<file path="src/rtl/pqts_pkg.sv">
// ----------------------------------------------------------------------------
// pqts_pkg
// types, sizes and opcodes of the per-queue traffic statistics block
// ----------------------------------------------------------------------------
package pqts_pkg;

   localparam int NUM_QUEUES = 64;
   localparam int NUM_VFS    = 16;

   localparam int QAW = (NUM_QUEUES > 1) ? $clog2(NUM_QUEUES) : 1;
   localparam int VAW = (NUM_VFS > 1) ? $clog2(NUM_VFS) : 1;

   localparam logic [3:0] OP_QTX      = 4'd0;
   localparam logic [3:0] OP_QRX      = 4'd1;
   localparam logic [3:0] OP_QERR     = 4'd2;
   localparam logic [3:0] OP_VFTX     = 4'd3;
   localparam logic [3:0] OP_VFRX     = 4'd4;
   localparam logic [3:0] OP_MAILBOX  = 4'd5;
   localparam logic [3:0] OP_READQ    = 4'd6;
   localparam logic [3:0] OP_READVF   = 4'd7;
   localparam logic [3:0] OP_READPORT = 4'd8;
   localparam logic [3:0] OP_CLRQ     = 4'd9;
   localparam logic [3:0] OP_CLRVF    = 4'd10;
   localparam logic [3:0] OP_CLRALL   = 4'd11;

   localparam logic [2:0] ERR_TX_LAST = 3'd2;
   localparam logic [2:0] ERR_RX_LAST = 3'd6;

   typedef struct packed {
      logic [2:0]  pad;
      logic [2:0]  error_kind;
      logic [15:0] byte_count;
      logic [5:0]  entity_id;
      logic [3:0]  opcode;
   } req_type;

   typedef struct packed {
      logic [63:0] mailbox_total;
      logic [63:0] rx_error_total;
      logic [63:0] rx_packet_total;
      logic [63:0] rx_byte_total;
      logic [63:0] tx_error_total;
      logic [63:0] tx_packet_total;
      logic [63:0] tx_byte_total;
   } rsp_type;

   typedef struct packed {
      logic [63:0] rx_err_cnt;
      logic [63:0] rx_pkt_cnt;
      logic [63:0] rx_byte_cnt;
      logic [63:0] tx_err_cnt;
      logic [63:0] tx_pkt_cnt;
      logic [63:0] tx_byte_cnt;
   } q_row_type;

   typedef struct packed {
      logic [63:0] mailbox;
      logic [63:0] rx_pkt_cnt;
      logic [63:0] rx_byte_cnt;
      logic [63:0] tx_pkt_cnt;
      logic [63:0] tx_byte_cnt;
   } vf_row_type;

   typedef struct packed {
      logic accept;
      logic commit;
      logic load_item;
      logic sweep_rd;
      logic acc_add;
      logic load_port;
   } cmd_type;

   typedef struct packed {
      logic req_port_read;
      logic item_read;
      logic cnt_zero;
      logic cnt_last;
      logic rsp_busy;
   } status_type;

endpackage

</file>
<file path="src/rtl/pqts_ctrl.sv">
// ----------------------------------------------------------------------------
// pqts_ctrl
// sequencer: item accept, update commit, port-total sweep, result hand-off
// ----------------------------------------------------------------------------
module pqts_ctrl (
   input  logic                clock,
   input  logic                reset,
   input  logic                req_tvalid,
   output logic                req_tready,
   output pqts_pkg::cmd_type   cmd,
   input  pqts_pkg::status_type status
);
   import pqts_pkg::*;

   localparam logic [2:0] S_IDLE     = 3'd0;
   localparam logic [2:0] S_EXEC     = 3'd1;
   localparam logic [2:0] S_SWEEP    = 3'd2;
   localparam logic [2:0] S_DRAIN    = 3'd3;
   localparam logic [2:0] S_PORT_OUT = 3'd4;

   logic [2:0] state_ff;
   logic [2:0] state_in;

   always_comb begin
      cmd        = '0;
      state_in   = state_ff;
      req_tready = 1'b0;
      case (state_ff)
         S_IDLE: begin
            req_tready = 1'b1;
            if (req_tvalid) begin
               cmd.accept = 1'b1;
               state_in   = status.req_port_read ? S_SWEEP : S_EXEC;
            end
         end
         S_EXEC: begin
            cmd.commit = 1'b1;
            if (!status.item_read) begin
               state_in = S_IDLE;
            end else if (!status.rsp_busy) begin
               cmd.load_item = 1'b1;
               state_in      = S_IDLE;
            end
         end
         S_SWEEP: begin
            // row of the previous address lands while the next one is read
            cmd.sweep_rd = 1'b1;
            cmd.acc_add  = !status.cnt_zero;
            if (status.cnt_last) begin
               state_in = S_DRAIN;
            end
         end
         S_DRAIN: begin
            cmd.acc_add = 1'b1;
            state_in    = S_PORT_OUT;
         end
         S_PORT_OUT: begin
            if (!status.rsp_busy) begin
               cmd.load_port = 1'b1;
               state_in      = S_IDLE;
            end
         end
         default: begin
            state_in = S_IDLE;
         end
      endcase
   end

   always_ff @(posedge clock) begin
      if (reset) begin
         state_ff <= S_IDLE;
      end else begin
         state_ff <= state_in;
      end
   end

endmodule

</file>
<file path="config.mk">
export PLATFORM = sky130hd
export DESIGN_NAME = pqts_ctrl
export DESIGN_NICKNAME = d
export VERILOG_FILES = /design/src/rtl/pqts_pkg.sv /design/src/rtl/pqts_ctrl.sv
export SDC_FILE = /design/constraint.sdc
export NUM_CORES = 1
export LEC_CHECK = 0
export BUFFER_PORTS_ARGS = -buffer_cell sky130_fd_sc_hd__buf_4
export CORE_AREA = 2 2 39 41
export DETAILED_ROUTE_END_ITERATION = 8
export DIE_AREA = 0 0 41 43
export PLACE_DENSITY_LB_ADDON = 0.2
export SLEW_MARGIN = 5
export SYNTH_ARGS = -nofsm -noshare
export SYNTH_HDL_FRONTEND = slang
export SYNTH_SLANG_ARGS = --single-unit
export TNS_END_PERCENT = 1
</file>
<file path="constraint.sdc">
create_clock -name clock -period 2.4 [get_ports clock]
set_clock_uncertainty 0.15 [all_clocks]
set_input_delay 0.24 -clock clock [delete_from_list [all_inputs] [get_ports clock]]
set_output_delay 0.24 -clock clock [all_outputs]
set_load 0.1 [all_outputs]
</file>
### Word level (Yosys, flattened, before mapping)

Cells that the tools add are included.
Widths: inputs -> output; s select.

| storage, ports and cells | value |
|---|---|
| register bits | 3 |
| bits in latches | 0 |
| memory bits (writable) | 0 |
| memory bits (read-only) | 0 |
| logic and storage cells | 25 |
| memories | 0 |

| operators by class | value |
|---|---|
| add/subtract/negate cells | 0 |
| $mul | 0 |
| div/mod/pow operators | 0 |
| $lt $le $gt $ge | 0 |
| eq/ne operators | 6 |
| shift operators | 0 |
| muxes and demuxes | 15 |
| bitwise logic cells | 0 |
| reductions and logical operators | 3 |

Operators with widths:

| kind | count |
|---|---|
| $pmux 3 s5 | 1 |
| $mux 3 | 4 |
| $mux 1 | 7 |
| $eq 3x2->1 const B | 2 |
| $mux 2 | 2 |
| $ne 2x2->1 const B | 2 |
| $eq 3x1->1 const B | 1 |
| $eq 3x3->1 const B | 1 |
| $logic_not 3->1 | 1 |
| $pmux 1 s2 | 1 |
| $reduce_and 2->1 | 1 |
| $logic_not 1->1 | 1 |

### Longest topological paths before layout

Gate-level depths: netlist of the first run.

| logic depth | value |
|---|---|
| depth in word-level cells | 3 |
| mapped depth | 3 |

### Worst setup path before layout of the first run

Ideal clock, no wire load.

| path | value |
|---|---|
| kind | flip-flop to output port |
| start | register state_ff[1] |
| end | output port cmd[0] in the netlist's numbering |
| arrival time | 3.542 ns |
| data required time | 2.010 ns |
| slack | -1.532 ns |
| cell stages (with the launch flop) | 2 |
| cells stage by stage | dfxtp_1 -> nor4b_1 |

RTL lines:

| what | line | RTL |
|---|---|---|
| start, declared | pqts_ctrl.sv:21 | `logic [2:0] state_ff;` |
| start signal, assigned | pqts_ctrl.sv:73 | `state_ff <= state_in;` |
| end, declared | pqts_ctrl.sv:10 | `output pqts_pkg::cmd_type cmd,` |

==> results.toml, run 1 <==
[clock_network]
clock-sinks = 3
cts_tree = "built"
cts_htree_levels = 1
cts_setup_buffers = 0
clk_latency_ns = 0.23
ctsHoldBuffers = 0
ctsResizeCount = 0
clockBufferDepth = 2
cts_root_buf = "clkbuf_4"
clk_pin_slew_worst_paths_ns = 0.04
numCtsBuffers = 3

[sta]
finalSetupViolCount = 0
finalHoldViolCount = 0
slew_viol_final = 0
min_period_ns = 1.90
finalCritPeriodShare_pct = 79.1
whs_ns = 0.0489
worst_pin_slew_ns = 0.439
maxSlewHeadroom_pct = 70.7
fmax_ghz = 0.527
rsz0062_at_grt = "false"

[critical_path]
reg2reg_from = "state_ff[1]"
cpPeakStageDelay_ns = 0.50
cp_max_fo = 7
slowest_stage = "dfxtp_1"
critPathTopFamily = "flip-flops"
required_ns = 2.01
crit_start = "state_ff[0]"
crit_type = "reg2out"
cp.arrival_ns = 1.51
path_buf_inv = 1
crit_chain = "nor3b_4 > nand2_1 > nor2_4 > buf_4"
critPathLaunchType = "register"
endpoint_kind = "output port"

[yosys]
synth_common_cells = "a21oi_1 (3), dfxtp_1 (3), nor2_1 (3)"
async_flop_share_pct = 0
synth.area.top_cells = "dfxtp_1 (33%), nand4b_1 (9.7%), a21oi_1 (8.3%)"
synth.largest_area_cell = "dfxtp_1"
synth_edf_count = 0
synth_top_area_share_pct = 33.1
synthFlopType = "dfxtp_1"
syn_nets = 30
yosys_warnings = 0
syn_inst = 22
synth.ff_latch_count = 3
ys_seq_area_share_pct = 33.1
syn_area_um2 = 181
synthDistinctLibCells = 15
postSynthAreaPerCell_um2 = 8.25

[placement]
dp_cells = 52
place.gp.congestion = 0.605
numPortBuffers = 14

[finish]
fin_util_pct = 26.9
reg.largest.list = "state_ff x3"
finalNetCount = 49
largest_register_ffs = 3
layout.cells.non_filler = 56
n_fill_cell = 159
area_delta_synth_final_pct = 106
regMostFlops = "state_ff"
final_layout_size_suffix_gt1_share_pct = 55.0
n_antenna_cell = 0

[grt]
antenna_found_initial = 0
grt_pass1_vias = 242
grt.total_usage_pct = 7.94
globalRouteOverflowTotal = 0
grt_pass1_wl_um = 869
grt_max_degree = 9

[hold_path]
hp-class = "in2reg"
hp-start = "reset"

[power_and_ir_drop]
power_density_mw_per_mm2 = 676
max-vdd-ir-drop_mv = 0.183
p_leak_nw = 0.147
total_power_w = 0.000252

[drt]
drc = 0
drt_iter0_drc = 0
post_drt_wl_per_cell_um = 9.77
drtPass1Iterations = 1
wirelength_um = 547
vias_per_cell = 4.07
vias = 228
ant_nets = 0

[die]
fp-row-count = 14
io_pins = 15
die_h_um = 43
dieArea_mm2 = 0.00176
core_area_mm2 = 0.00138
die_x_um = 41
initial_core_util_pct = 13.1

[run_status]
status = "finished, final reports clean"

[run]
drv_cap = 0
==> power by group <==
part | internal (W) | leakage [nW] | switching [W] | total, W
Combinational | 0.0000282 | 0.108 | 0.0000748 | 0.000103
Clock | 0.0000622 | 0.0150 | 0.0000252 | 0.0000875
Sequential | 0.0000531 | 0.0245 | 0.00000868 | 0.0000617
==> layout make-up <==
| class | instances | area, um^2 | area share (%) |
|---|---|---|---|
| inverter | 1 | 3.75 | 1.01 |
| sequential | 3 | 60.1 | 16.1 |
| clock buffer | 4 | 26.3 | 7.05 |
| timing repair buffer | 14 | 105 | 28.2 |
| multi-input combinational | 18 | 158 | 42.3 |
| tap | 16 | 20.0 | 5.37 |
==> cells in the final DEF (no fill, tap or decap), drive strengths merged <==
cell type,Yosys,layout
nand2,1,1
and2,1,1
a21oi,3,3
inv,1,1
nor4,1,1
a22oi,1,1
buf,0,14
clkbuf,0,4
nand4b,2,2
dfxtp,3,3
or2,1,1
nor2,3,3
o41ai,1,1
nor3,1,1
nor3b,1,1
nor4b,1,1
nand2b,1,1
==> metal layers <==
metal  track usage, %  wire, um  vias up
met5                0         0        -
met4             8.00         0        0
met3             4.71        47        0
met2             11.6       315        6
met1             6.77       185      104
li1                 -         -      118
==> worst register-to-register path: cells and delay by family (launching register included) <==
family	cells	cell delay (ns)
flops	1	0.58
simple gates	2	0.34
compound gates	1	0.12
==> through the flow <==
step / area, um^2 / worst slack, ns / TNS [ns]
2_1_floorplan: 221 / -0.137 / -0.374
3_3_place_gp: 347 / 0.762 / 0
3_5_place_dp: 347 / 0.736 / 0
4_1_cts: 373 / 0.483 / 0
5_1_grt: 373 / 0.433 / 0
6_report: 373 / 0.501 / 0
==> kinds of logic after synthesis <==
| kind of cell | Yosys count | synth area share, % |
|---|---|---|
| AND/OR/NAND/NOR | 13 | 47.6 |
| AO/OA/AOI/OAI | 5 | 17.2 |
| flip-flops | 3 | 33.1 |
| buffers and inverters | 1 | 2.07 |
==> path summary, 6_finish.rpt <==
check	to	slack, ns	cells after the start
setup / recovery	cmd[3]	0.50	4
hold reg to reg	state_ff[2]	0.49	2
setup reg to reg	state_ff[2]	1.14	3
hold / removal	state_ff[2]	0.05	2
Note: power is estimated with default switching activity, not from simulation.
==> run 2, diff against run 1 <==
--- a/config.mk
+++ b/config.mk
@@ -5,6 +5,7 @@
 export SDC_FILE = /design/constraint.sdc
 export NUM_CORES = 1
 export LEC_CHECK = 0
+export ABC_AREA = 1
 export BUFFER_PORTS_ARGS = -buffer_cell sky130_fd_sc_hd__buf_4
 export CORE_AREA = 2 2 39 41
 export DETAILED_ROUTE_END_ITERATION = 8
==> constraint.sdc (replaced) <==
create_clock -name clock -period 1.6 [get_ports clock]
set_clock_uncertainty 0.15 [all_clocks]
set_input_delay 0.16 -clock clock [delete_from_list [all_inputs] [get_ports clock]]
set_output_delay 0.16 -clock clock [all_outputs]
set_load 0.1 [all_outputs]
==> results.toml, run 2 <==
[drt]
post_drt_wl_per_cell_um = 9.16
top_layer = "met3"
vias_per_cell = 4.09
wirelength_um = 733
wl_met2_um = 366
vias = 327
drt_iter0_drc = 1
drc = 0
drtPass1Iterations = 3
wl_met1_um = 329
dr_wl_met3_um = 37
ant_nets = 0

[critical_path]
endpoint_kind = "output port"
crit_start = "state_ff[0]"
required_ns = 1.29
cp_max_fo = 7
crit_type = "reg2out"
r2r_cells = 8
cp.arrival_ns = 1.25
critPathLaunchType = "register"
reg2reg_from = "state_ff[1]"

[yosys]
synth_edf_count = 0
syn_inst = 42
synth.largest_area_cell = "dfxtp_1"
ys_seq_area_share_pct = 23.6
syn_nets = 50
synth_top_area_share_pct = 23.6
synth_common_cells = "nand2_1 (7), inv_2 (5), nor2_1 (5)"
async_flop_share_pct = 0
synth.ff_latch_count = 3
syn_area_um2 = 254
yosysMostFrequentCell = "nand2_1"
synth.area.top_cells = "dfxtp_1 (24%), nand2_1 (10%), nand3_1 (7.9%)"
synthFlopType = "dfxtp_1"
postSynthAreaPerCell_um2 = 6.05
yosys_warnings = 0
synthDistinctLibCells = 15

[finish]
reg.largest.list = "state_ff x3"
fin_util_pct = 39.0
final_common_cell = "buf_4"
regMostFlops = "state_ff"
layout.cells.non_filler = 80
final_layout_size_suffix_gt1_share_pct = 62.5
n_antenna_cell = 0
n_fill_cell = 148
final_cell_mix = "buf_4 (12), nand2_1 (7), inv_2 (4), inv_1 (4)"
largest_register_ffs = 3
area_delta_synth_final_pct = 112
finalNetCount = 73
fin_area_um2 = 539

[run]
drv_cap = 0

[sta]
slew_viol_final = 0
finalSetupViolCount = 0
finalCritPeriodShare_pct = 97.7
fmax_ghz = 0.640
rsz0062_at_grt = "true"
finalHoldViolCount = 0
min_period_ns = 1.56
whs_ns = 0.0982
worst_pin_slew_ns = 0.268
maxSlewHeadroom_pct = 82.0

[clock_network]
numCtsBuffers = 3
clockBufferDepth = 2
cts_root_buf = "clkbuf_4"
cts_setup_buffers = 0
clock-sinks = 3
cts_tree = "built"
clk_pin_slew_worst_paths_ns = 0.04
clk_latency_ns = 0.23
cts_htree_levels = 1

[hold_path]
hp-class = "in2reg"
hold_depth = 3
hp-start = "status[0]"

[die]
io_pins = 15
fp-row-count = 14
core_area_mm2 = 0.00138
die_x_um = 41
die_h_um = 43
dieArea_mm2 = 0.00176
initial_core_util_pct = 18.4

[power_and_ir_drop]
p_leak_nw = 0.258
power_density_mw_per_mm2 = 1570
max-vdd-ir-drop_mv = 0.559

[placement]
dp_cells = 75
place.gp.congestion = 0.747
postPlaceCellArea_um2 = 453
numPortBuffers = 14
dpl.hpwl_um = 597

[grt]
grt.total_usage_pct = 10.3
grt_pass1_wl_mm = 1.19
antenna_found_initial = 0
grt_max_degree = 8
globalRouteOverflowTotal = 0
grt_pass1_vias = 321

[run_status]
status = "finished, final reports clean"
## run 2: cell types whose count changed in the layout (fill, tap and decap cells not counted), moves of 3 or more
cell and change:
buf_6 +3, inv_1 +3, inv_2 +4, nand2_1 +6, nand2_2 +3, nand3_1 +3, nand3_2 +3
## run 2: repair_timing
action,CTS,global route
gates resized for setup,8,5
endpoints found under the hold margin,1,0
endpoints found under the setup margin,3,4
pin swaps,1,0
hold buffers,1,0
## run 2: area by class of cell
cell class	instances	area (um^2)	area share, %
timing repair buffer	18	174	32.3
multi-input combinational	30	206	38.3
clock buffer	4	26.3	4.87
tap	16	20.0	3.71
sequential	3	65.1	12.1
inverter	9	47.5	8.82
## run 2: metal layers
| metal | up-vias | global-route usage [%] |
|---|---|---|
| met4 | 0 | 10.0 |
| met5 | - | 0 |
| met2 | 7 | 15.0 |
| met3 | 0 | 1.57 |
| li1 | 177 | - |
| met1 | 143 | 11.9 |
## run 2: critical path, stage by stage, from the launching register on
cell and delay, ns:
dfxtp_4 0.39, nand3_2 0.09, bufinv_8 0.18, nand2_1 0.07
nor2_4 0.11, buf_12 0.18
## run 2: final timing paths
kind / end / slack [ns]
worst min register to register: state_ff[2] / 0.37
worst max-delay path: cmd[3] / 0.04
worst min-delay path: state_ff[2] / 0.1
worst max register to register: state_ff[1] / 0.33
## run 2: stage by stage
| step | worst slack (ns) | setup TNS [ns] | power, W |
|---|---|---|---|
| finish | 0.0365 | 0 | 0.000848 |
| detailed placement | 0.121 | 0 | 0.000666 |
| floorplan | -0.180 | -0.470 | 0.000541 |
| global placement | 0.158 | 0 | 0.000666 |
| global route | -0.0348 | -0.0583 | 0.000899 |
| CTS | 0.00920 | 0 | 0.000828 |
## run 2: logic make-up after synthesis
| family | Yosys count | share of synthesized area (%) |
|---|---|---|
| DFF | 3 | 23.6 |
| AOI/OAI and AO/OA | 4 | 7.88 |
| and+or+nand+nor | 26 | 55.2 |
| buffers and inverters | 9 | 13.3 |
## run 2: where the power goes
group | switching [W] | leakage (nW) | internal [W]
logic | 0.000417 | 0.217 | 0.000184
registers | 0.0000201 | 0.0257 | 0.0000913
clock network | 0.0000415 | 0.0150 | 0.0000936
